File: src/design/mhpq_pkg.sv
package mhpq_pkg;

  localparam int unsigned DefCapacity = 16;
  localparam int unsigned KeyW        = 32;
  localparam int unsigned FillW       = 5;

  typedef enum logic {
    OP_INSERT = 1'b0,
    OP_REMOVE = 1'b1
  } op_e;

  typedef enum logic [1:0] {
    ST_OK    = 2'd0,
    ST_FULL  = 2'd1,
    ST_EMPTY = 2'd2
  } status_e;

  typedef struct packed {
    logic ins;
    logic rem;
  } cell_ctrl_t;

endpackage

File: src/design/mhpq_cell.sv
module mhpq_cell (
  input  logic                                 clk_i,
  input  mhpq_pkg::cell_ctrl_t                 ctrl_i,
  input  logic                                 valid_i,
  input  logic signed [mhpq_pkg::KeyW-1:0]     new_key_i,
  input  logic                                 prev_place_i,
  input  logic signed [mhpq_pkg::KeyW-1:0]     prev_key_i,
  input  logic signed [mhpq_pkg::KeyW-1:0]     next_key_i,
  output logic                                 place_o,
  output logic signed [mhpq_pkg::KeyW-1:0]     key_o
);
  import mhpq_pkg::*;

  logic signed [KeyW-1:0] key_q, key_d;

  // new key belongs at or before this slot
  assign place_o = !valid_i || (new_key_i < key_q);

  always_comb begin
    key_d = key_q;
    if (ctrl_i.ins) begin
      if (prev_place_i) begin
        key_d = prev_key_i;
      end else if (place_o) begin
        key_d = new_key_i;
      end
    end else if (ctrl_i.rem) begin
      key_d = next_key_i;
    end
  end

  always_ff @(posedge clk_i) begin
    key_q <= key_d;
  end

  assign key_o = key_q;

endmodule

File: src/design/min_heap_priority_queue.sv
// Min priority queue of signed 32-bit keys.
// Request channel: drive opcode_i (0 insert key_in_i, 1 remove minimum)
// and key_in_i with start_i; a request is taken on a rising edge with
// start_i high and busy_o low. busy_o stays low, so a request may be
// issued in every cycle.
// Result channel: done_o is high for exactly one cycle, the cycle after
// the request was taken, with status_o, min_out_o and fill_level_o.
// status_o is ok, full (insert refused) or empty (remove refused);
// min_out_o carries the removed key on a good remove, else zero;
// fill_level_o is the low five bits of the key count after the request.
// Throughput is one request per cycle: the keys sit sorted in a row of
// CAPACITY cells, and every cell compares the new key against its own key
// in the same cycle, then shifts toward or away from its neighbor. The
// minimum is always in the first cell.
// Reset empties the queue; cell contents past the count are don't-care.
// The receiver cannot stall; results must be taken when done_o is high.
module min_heap_priority_queue #(
  parameter int unsigned CAPACITY = mhpq_pkg::DefCapacity
) (
  input  logic                                 clk_i,
  input  logic                                 rst_ni,
  input  logic                                 start_i,
  output logic                                 busy_o,
  input  logic                                 opcode_i,
  input  logic signed [mhpq_pkg::KeyW-1:0]     key_in_i,
  output logic                                 done_o,
  output logic [1:0]                           status_o,
  output logic signed [mhpq_pkg::KeyW-1:0]     min_out_o,
  output logic [mhpq_pkg::FillW-1:0]           fill_level_o
);
  import mhpq_pkg::*;

  localparam int unsigned CntW = $clog2(CAPACITY + 1);

  logic                   accept;
  logic                   is_remove;
  logic [CntW-1:0]        count_q, count_d;
  logic                   done_q;
  status_e                status_q, status_d;
  logic signed [KeyW-1:0] min_q, min_d;
  logic [FillW-1:0]       fill_q;
  logic [CntW+FillW-1:0]  fill_ext;
  cell_ctrl_t             ctrl;

  logic signed [KeyW-1:0] key [CAPACITY];
  logic [CAPACITY-1:0]    place;
  logic [CAPACITY-1:0]    valid;

  assign busy_o    = 1'b0;
  assign accept    = start_i && !busy_o;
  assign is_remove = (opcode_i == OP_REMOVE);

  always_comb begin
    count_d  = count_q;
    status_d = ST_OK;
    min_d    = '0;
    ctrl     = '0;
    if (accept) begin
      if (!is_remove) begin
        if (count_q == CntW'(CAPACITY)) begin
          status_d = ST_FULL;
        end else begin
          ctrl.ins = 1'b1;
          count_d  = count_q + CntW'(1);
        end
      end else begin
        if (count_q == '0) begin
          status_d = ST_EMPTY;
        end else begin
          ctrl.rem = 1'b1;
          min_d    = key[0];
          count_d  = count_q - CntW'(1);
        end
      end
    end
  end

  assign fill_ext = {{FillW{1'b0}}, count_d};

  for (genvar i = 0; i < CAPACITY; i++) begin : g_cell
    logic                   prev_place;
    logic signed [KeyW-1:0] prev_key;
    logic signed [KeyW-1:0] next_key;

    assign valid[i] = (CntW'(i) < count_q);

    if (i == 0) begin : g_first
      assign prev_place = 1'b0;
      assign prev_key   = key_in_i;
    end else begin : g_mid
      assign prev_place = place[i-1];
      assign prev_key   = key[i-1];
    end

    if (i == CAPACITY - 1) begin : g_last
      assign next_key = key[i];
    end else begin : g_inner
      assign next_key = key[i+1];
    end

    mhpq_cell u_cell (
      .clk_i        (clk_i),
      .ctrl_i       (ctrl),
      .valid_i      (valid[i]),
      .new_key_i    (key_in_i),
      .prev_place_i (prev_place),
      .prev_key_i   (prev_key),
      .next_key_i   (next_key),
      .place_o      (place[i]),
      .key_o        (key[i])
    );
  end

  always_ff @(posedge clk_i or negedge rst_ni) begin
    if (!rst_ni) begin
      count_q <= '0;
      done_q  <= 1'b0;
    end else begin
      count_q <= count_d;
      done_q  <= accept;
    end
  end

  always_ff @(posedge clk_i) begin
    status_q <= status_d;
    min_q    <= min_d;
    fill_q   <= fill_ext[FillW-1:0];
  end

  assign done_o       = done_q;
  assign status_o     = status_q;
  assign min_out_o    = min_q;
  assign fill_level_o = fill_q;

`ifndef SYNTHESIS
  logic [CAPACITY-1:0] order_ok;

  for (genvar j = 0; j < CAPACITY; j++) begin : g_order
    if (j == CAPACITY - 1) begin : g_end
      assign order_ok[j] = 1'b1;
    end else begin : g_pair
      assign order_ok[j] = !valid[j+1] || (key[j] <= key[j+1]);
    end
  end

  a_count_bound : assert property (@(posedge clk_i) disable iff (!rst_ni)
    count_q <= CntW'(CAPACITY))
    else $error("key count above capacity");

  a_sorted : assert property (@(posedge clk_i) disable iff (!rst_ni)
    &order_ok)
    else $error("cell row out of order");

  a_done : assert property (@(posedge clk_i) disable iff (!rst_ni)
    accept |=> done_o)
    else $error("request without result");

  a_empty : assert property (@(posedge clk_i) disable iff (!rst_ni)
    (accept && is_remove && count_q == '0) |=> (status_o == ST_EMPTY && count_q == '0))
    else $error("remove from empty queue mishandled");

  a_remove_min : assert property (@(posedge clk_i) disable iff (!rst_ni)
    (accept && is_remove && count_q > CntW'(1)) |=> (min_out_o <= key[0]))
    else $error("removed key above new minimum");
`endif

endmodule
File: config.mk
export PLATFORM = sky130hd
export DESIGN_NAME = min_heap_priority_queue
export DESIGN_NICKNAME = d
export VERILOG_FILES = /design/src/design/mhpq_pkg.sv /design/src/design/mhpq_cell.sv /design/src/design/min_heap_priority_queue.sv
export SDC_FILE = /design/constraint.sdc
export NUM_CORES = 2
export LEC_CHECK = 0
export BUFFER_PORTS_ARGS = -buffer_cell sky130_fd_sc_hd__buf_2
export CORE_MARGIN = 5
export CORE_UTILIZATION = 40
export DETAILED_ROUTE_END_ITERATION = 16
export GPL_ROUTABILITY_DRIVEN = 1
export SLEW_MARGIN = 5
export SYNTH_ARGS = -nofsm -noshare
export SYNTH_HDL_FRONTEND = slang
export SYNTH_SLANG_ARGS = --single-unit
File: constraint.sdc
create_clock -name clk_i -period 5.9 [get_ports clk_i]
set_clock_uncertainty 0.2 [all_clocks]
set_input_delay 1.475 -clock clk_i [delete_from_list [all_inputs] [get_ports clk_i]]
set_output_delay 1.475 -clock clk_i [all_outputs]
set_load 0.01 [all_outputs]
Word-level counts from Yosys, hierarchy flattened
Cells that the tools add are included.
{ "totals": {"ff_bits": 557, "output_inout_bits": 41} }
{ "classes": {"addsub": 2, "order_cmp": 32, "n_eq_ne": 16, "mux": 73, "bitwise_logic": 2, "n_reduce_logical": 52} }
{ "ops": {"columns": ["cell", "count"], "rows": [
  ["2-to-1 mux 32 bit", 61],
  ["less-than comparator 32 bit", 16],
  ["inequality test 3 x 1 -> 1 bit (second input constant)", 14],
  ["less-than comparator 4 x 5 -> 1 bit (first input constant)", 8],
  ["AND reduction 2 bit", 16],
  ["less-than comparator 3 x 5 -> 1 bit (first input constant)", 4],
  ["2-to-1 mux 5 bit", 4],
  ["logical NOT 1 bit", 16],
  ["logical OR 1 bit", 16],
  ["less-than comparator 1 x 5 -> 1 bit (first input constant)", 2],
  ["less-than comparator 2 x 5 -> 1 bit (first input constant)", 2],
  ["2-to-1 mux 2 bit", 3],
  ["adder 5 x 1 -> 5 bit (second input constant)", 1],
  ["== test 5 bit (second input constant)", 1],
  ["logical NOT 5 bit", 1],
  ["2-to-1 mux 1 bit", 5],
  ["subtractor 5 x 1 -> 5 bit (second input constant)", 1],
  ["nonzero test 2 bit", 2],
  ["OR reduction 3 bit", 1],
  ["inequality test 2 x 1 -> 1 bit (second input constant)", 1],
  ["inverter 1 bit", 2]
]} }

Depth between registers and ports, before layout
{ "depth": {"word_depth": 6, "ltp_mapped": 12} }

Modules after synthesis
A second synthesis with hierarchy kept.
{ "hier_totals": {"cells_unflattened": 4201, "area_unflattened_um2": 40033.4} }
{ "modules_own_cells": {"columns": ["module", "instances", "cells_per_inst", "area_per_inst_um2", "seq_area_each_um2"], "rows": [
  ["mhpq_cell", 16, 253, 2401.1, 960.9],
  ["min_heap_priority_queue", 1, 153, 1616.6, 930.9]
]} }

Worst setup path before layout
No wires, ideal clock.
{ "synth_path": {"kind": "input port to flip-flop", "from": "input port key_in_i[17] (netlist bit)", "to": "register g_cell[1].u_cell.key_q[0], enable pin", "setup_time_ps": 441, "t_arrival_ps": 5172, "t_required_ps": 5259, "setup_slack_ps": 87, "cell_stages": 10, "path_buffers": 2, "path_cell_list": "ha_1 -> a21oi_1 -> o21ai_1 -> a221o_1 -> a2111o_1 -> o211ai_1 -> o31ai_2 -> buf_2 -> buf_2 -> a31oi_1"} }
{ "synth_between": {"elab_chain_cells": 4, "elab_cells_between_ends": 6, "cone_classes": "order compare: 2; eq/ne: 1; reduce/logical: 3"} }
{ "synth_rtl": {"columns": ["element", "line_no", "source"], "rows": [
  ["from (decl)", "min_heap_priority_queue.sv:25", "input logic signed [mhpq_pkg::KeyW-1:0] key_in_i,"],
  ["less-than comparator 32 bit", "mhpq_cell.sv:17", "assign place_o = !valid_i || (new_key_i < key_q);"],
  ["logical OR 1 bit", "mhpq_cell.sv:17", null],
  ["inequality test 3 x 1 -> 1 bit (no line) (*)", null, null],
  ["AND reduction 2 bit (no line) (*)", null, null],
  ["to (signal assigned)", "mhpq_cell.sv:33", "key_q <= key_d;"],
  ["to (decl)", "mhpq_cell.sv:14", "logic signed [KeyW-1:0] key_q, key_d;"]
]} }
Every way passes the cells marked *; elsewhere a longest branch is shown, timed or not.
A chain may end at the register's enable or synchronous reset.

Worst setup path in the final report
{ "layout_path": {"from": "input port key_in_i[27] (netlist bit)", "to": "register g_cell[3].u_cell.key_q[0] (data pin)"} }
{ "layout_between": {"elab_chain_cells": 4} }
{ "layout_rtl": {"columns": ["element", "line_no", "source"], "rows": [
  ["less-than comparator 32 bit", "mhpq_cell.sv:17", null],
  ["logical OR 1 bit", "mhpq_cell.sv:17", null],
  ["2-to-1 mux 32 bit", "mhpq_cell.sv:22", "if (prev_place_i) begin"],
  ["2-to-1 mux 32 bit", "mhpq_cell.sv:21", "if (ctrl_i.ins) begin"],
  ["net g_cell[3].u_cell.key_d[0]", "mhpq_cell.sv:14", null],
  ["to (signal assigned)", "mhpq_cell.sv:33", null],
  ["to (decl)", "mhpq_cell.sv:14", null]
]} }
The timed path passes the listed nets, and every way through them passes these cells.

==> summary.txt <==
Storage cell area - 16300 µm²
floorplan row count - 114
Avg Inst Size Synth - 10.0 µm²
first-pass GRT wire length - 171 mm
GP Congestion - 0.843
Netlist Area Pre-Place - 38800 µm²
Peak VDD IR - 0.000277 V
I/O pins - 77
Max Root-Sink Buffers - 3
initial drt markers - 3012
FF-to-FF path depth - 11
DIE WIDTH - 321 µm
#FFs+latches synth - 557
nets@finish - 4417
FMAX - 197 MHz
ys flop type - edfxtp_1
Hold EP - min_out_o[18]
port bufs - 75
All-Layer GR Usage - 0.207
setup bufs post-CTS - 0
Final setup viols - 0
fin. max-slew vios - 0
Worst R2R End - g_cell[3].u_cell.key_o[0]
largest net degree at the start of global routing - 138
CP required - 6.07 ns
placed cell count - 5087
Hold Startpoint - g_cell[0].u_cell.key_o[18]
Synth Area in Adders - 0.161
First-pass DRT Iterations - 6
routed wire length - 110 mm
Hold Path Class - register to register
setup_tns - 0 ns
RSZ-0062 raised after global routing - no
Seq/Total Area, Yosys - 0.420
share of cells above drive strength 1 - 0.0917
CTS tree - yes
commonest non-fill, non-tap cells in the layout - edfxtp_1, inv_1, ha_1
CP max stage delay - 0.65 ns
n_diodes - 0
WP buf/inv - 2
clock root buffer - clkbuf_16
area delta synth->final - 11.6%
cells after synthesis - 3872
Finished Cell Area - 43300 µm²
Detail Route Antenna Nets - 0
post-synthesis compound-gate area fraction - 0.192
Worst path slowest cell - nor4b_1
Top Family by Delay on Critical Path - simple AND/OR/NAND/NOR gates
DPL Wire Length - 84.0 mm
die height - 321 µm
Post-Synth Simple-Gate Area - 0.114
die area - 103000 µm²
initial core utilization - 0.402
Avg WL per Cell - 21.1 µm
post_cts resized - 0
status - finished, final reports clean
Worst-path clk slew - 0.06 ns
GRT Residual Overflow - 0
core area - 96400 µm²
via count of the routed design - 30.7k
non-filler cells, final - 5212
Static Leak - 18.7 nW
DRC violations left - 0
Netlist cell types - 72
Synth Warn # - 0
Post-synth EDFFs - 512
CP endpoint kind - register
Post-Syn Nets - 4407
multiplexer share of the synthesized area - 0.0362
final hold vios - 0
Area after DPL - 41000 µm²
footprint of the multi-input gates - 19900 µm²
CTS Buf Count - 69
htree depth - 3
vias in the first global route - 29.7k
fill cell count - 9341
Final min period - 5.08 ns
worst-path fanout max - 64
crit path DAT - 5.25 ns
most common cell after layout, fill and taps aside - edfxtp_1
clk_lat worst skew - 0.62 ns
final worst path period share - 0.861
initial antenna violation count - 6
worst slew pin tran - 1.21 ns
drt via density - 5.90
R2R Setup Slk - 1.64 ns
largest family of logic cells by synthesized area - compound AO/OA/AOI/OAI gates
PD cells - 425 nW/µm²
asr flop ratio synth - 0.0108
max_slew headroom - 0.193
clk sink count - 557
cts-stage hold buffer count - 0
crit path kind - input pin to register
xor/xnor share of the synthesized area - 0.000226
max_cap viols - 0
total power - 18.4 mW
hold slack - 0.308 ns
Crit Reg-Reg Startpoint - g_cell[2].u_cell.key_o[31]
crit path launch type - input pin
Hold Path Depth - 2
CP cell instances - buf_2 -> ha_1 -> nand4_1 -> nor4_1 -> nand2_1 -> nor4b_1 -> o21ai_0 -> a22oi_2 -> buf_4 -> nor2_1 -> a221o_1
## flip-flops by register name, indices dropped and copies added (netlist names)
name	cells
fill_level_o	5
status_o	2
done_o	1
count_q	5
g_cell.u_cell.key_o	512
min_out_o	32
## layout make-up
cell class | instances | share of cell area
Clock buffer | 86 | 0.0435
Clock inverter | 39 | 0.00893
Inverter | 504 | 0.0437
Multi-Input combinational cell | 2563 | 0.459
Sequential cell | 557 | 0.377
Tap cell | 1276 | 0.0369
Timing Repair Buffer | 187 | 0.0316
## layer usage
layer | global-route usage | vias to the layer above | share of wire
li1 | - | 14700 | -
met1 | 0.315 | 14900 | 0.49
met2 | 0.307 | 987 | 0.42
met3 | 0.0334 | 156 | 0.069
met4 | 0.0495 | 6 | 0.024
met5 | 0 | - | 0.00038
## tightest hold or removal path, cell delays in order, from the launching register on
cell and delay, ns:
edfxtp_1 0.32, inv_1 0.07, nor2_1 0.09
## report_power, final
| part | total, mW | internal, mW | switching [mW] | leakage (nW) |
|---|---|---|---|---|
| sequential | 6.59 | 5.85 | 0.734 | 5.41 |
| clock | 4.32 | 2.57 | 1.75 | 1.11 |
| combinational | 7.48 | 2.88 | 4.60 | 12.2 |
| total | 18.4 | 11.3 | 7.09 | 18.7 |
## cell families (layout without fill, tap and decap cells)
logic type	after synthesis	count (layout)
compound gates	996	996
simple gates	933	933
buf+inv	752	816
flops	557	557
fa+ha+maj	499	499
mux	133	133
other cells	1	1
xor+xnor	1	1
## through the flow
stage,util,setup slack (ns)
detailed placement,0.426,0.0166
global route,0.449,0.508
global placement,0.426,0.108
floorplan,-,0.0871
finish,0.449,0.820
CTS,0.449,0.741
## Yosys cell counts, drive strengths merged (3+ instances only)
master	number	area (µm²)
and4	16	140
nand3	95	475
or3	7	43.8
buf	73	408
nor4	15	93.8
dfxtp	39	781
a21oi	202	1010
a211oi	17	128
nor3b	4	30.0
dfrtp	6	150
o2111ai	9	78.8
o21ai	165	826
a41oi	33	289
nand2	254	953
a22oi	36	275
inv	504	1890
a21o	95	713
a2111oi	9	85.1
a221oi	16	140
a211o	3	26.3
ha	499	6240
a2bb2oi	3	26.3
mux2	35	398
o211ai	6	45.0
nor2	174	653
edfxtp	512	15400
o221ai	66	578
clkbuf	175	657
or2	4	25.0
o31ai	6	63.8
a221o	262	2620
and2	37	231
mux2i	98	1010
a31oi	17	106
o21a	16	120
nand4	64	400
nand2b	19	119
a21boi	10	75.1
nor2b	14	87.6
o311ai	4	35.0
nor3	227	1140
a2111o	4	45.0
## how the worst max path moves through the flow
stage          cells after the start                         end         start  slack, ns
2_1_floorplan                     10   g_cell[1].u_cell.key_o[0]  key_in_i[17]       0.09
3_3_place_gp                       9   g_cell[2].u_cell.key_o[6]  key_in_i[27]       0.11
3_5_place_dp                       9   g_cell[2].u_cell.key_o[6]  key_in_i[27]       0.02
4_1_cts                            9  g_cell[2].u_cell.key_o[23]  key_in_i[27]       0.74
5_1_grt                           11  g_cell[3].u_cell.key_o[19]  key_in_i[27]       0.51
6_report                          11   g_cell[3].u_cell.key_o[0]  key_in_i[27]       0.82
Note: power is estimated with default switching activity, not from simulation.
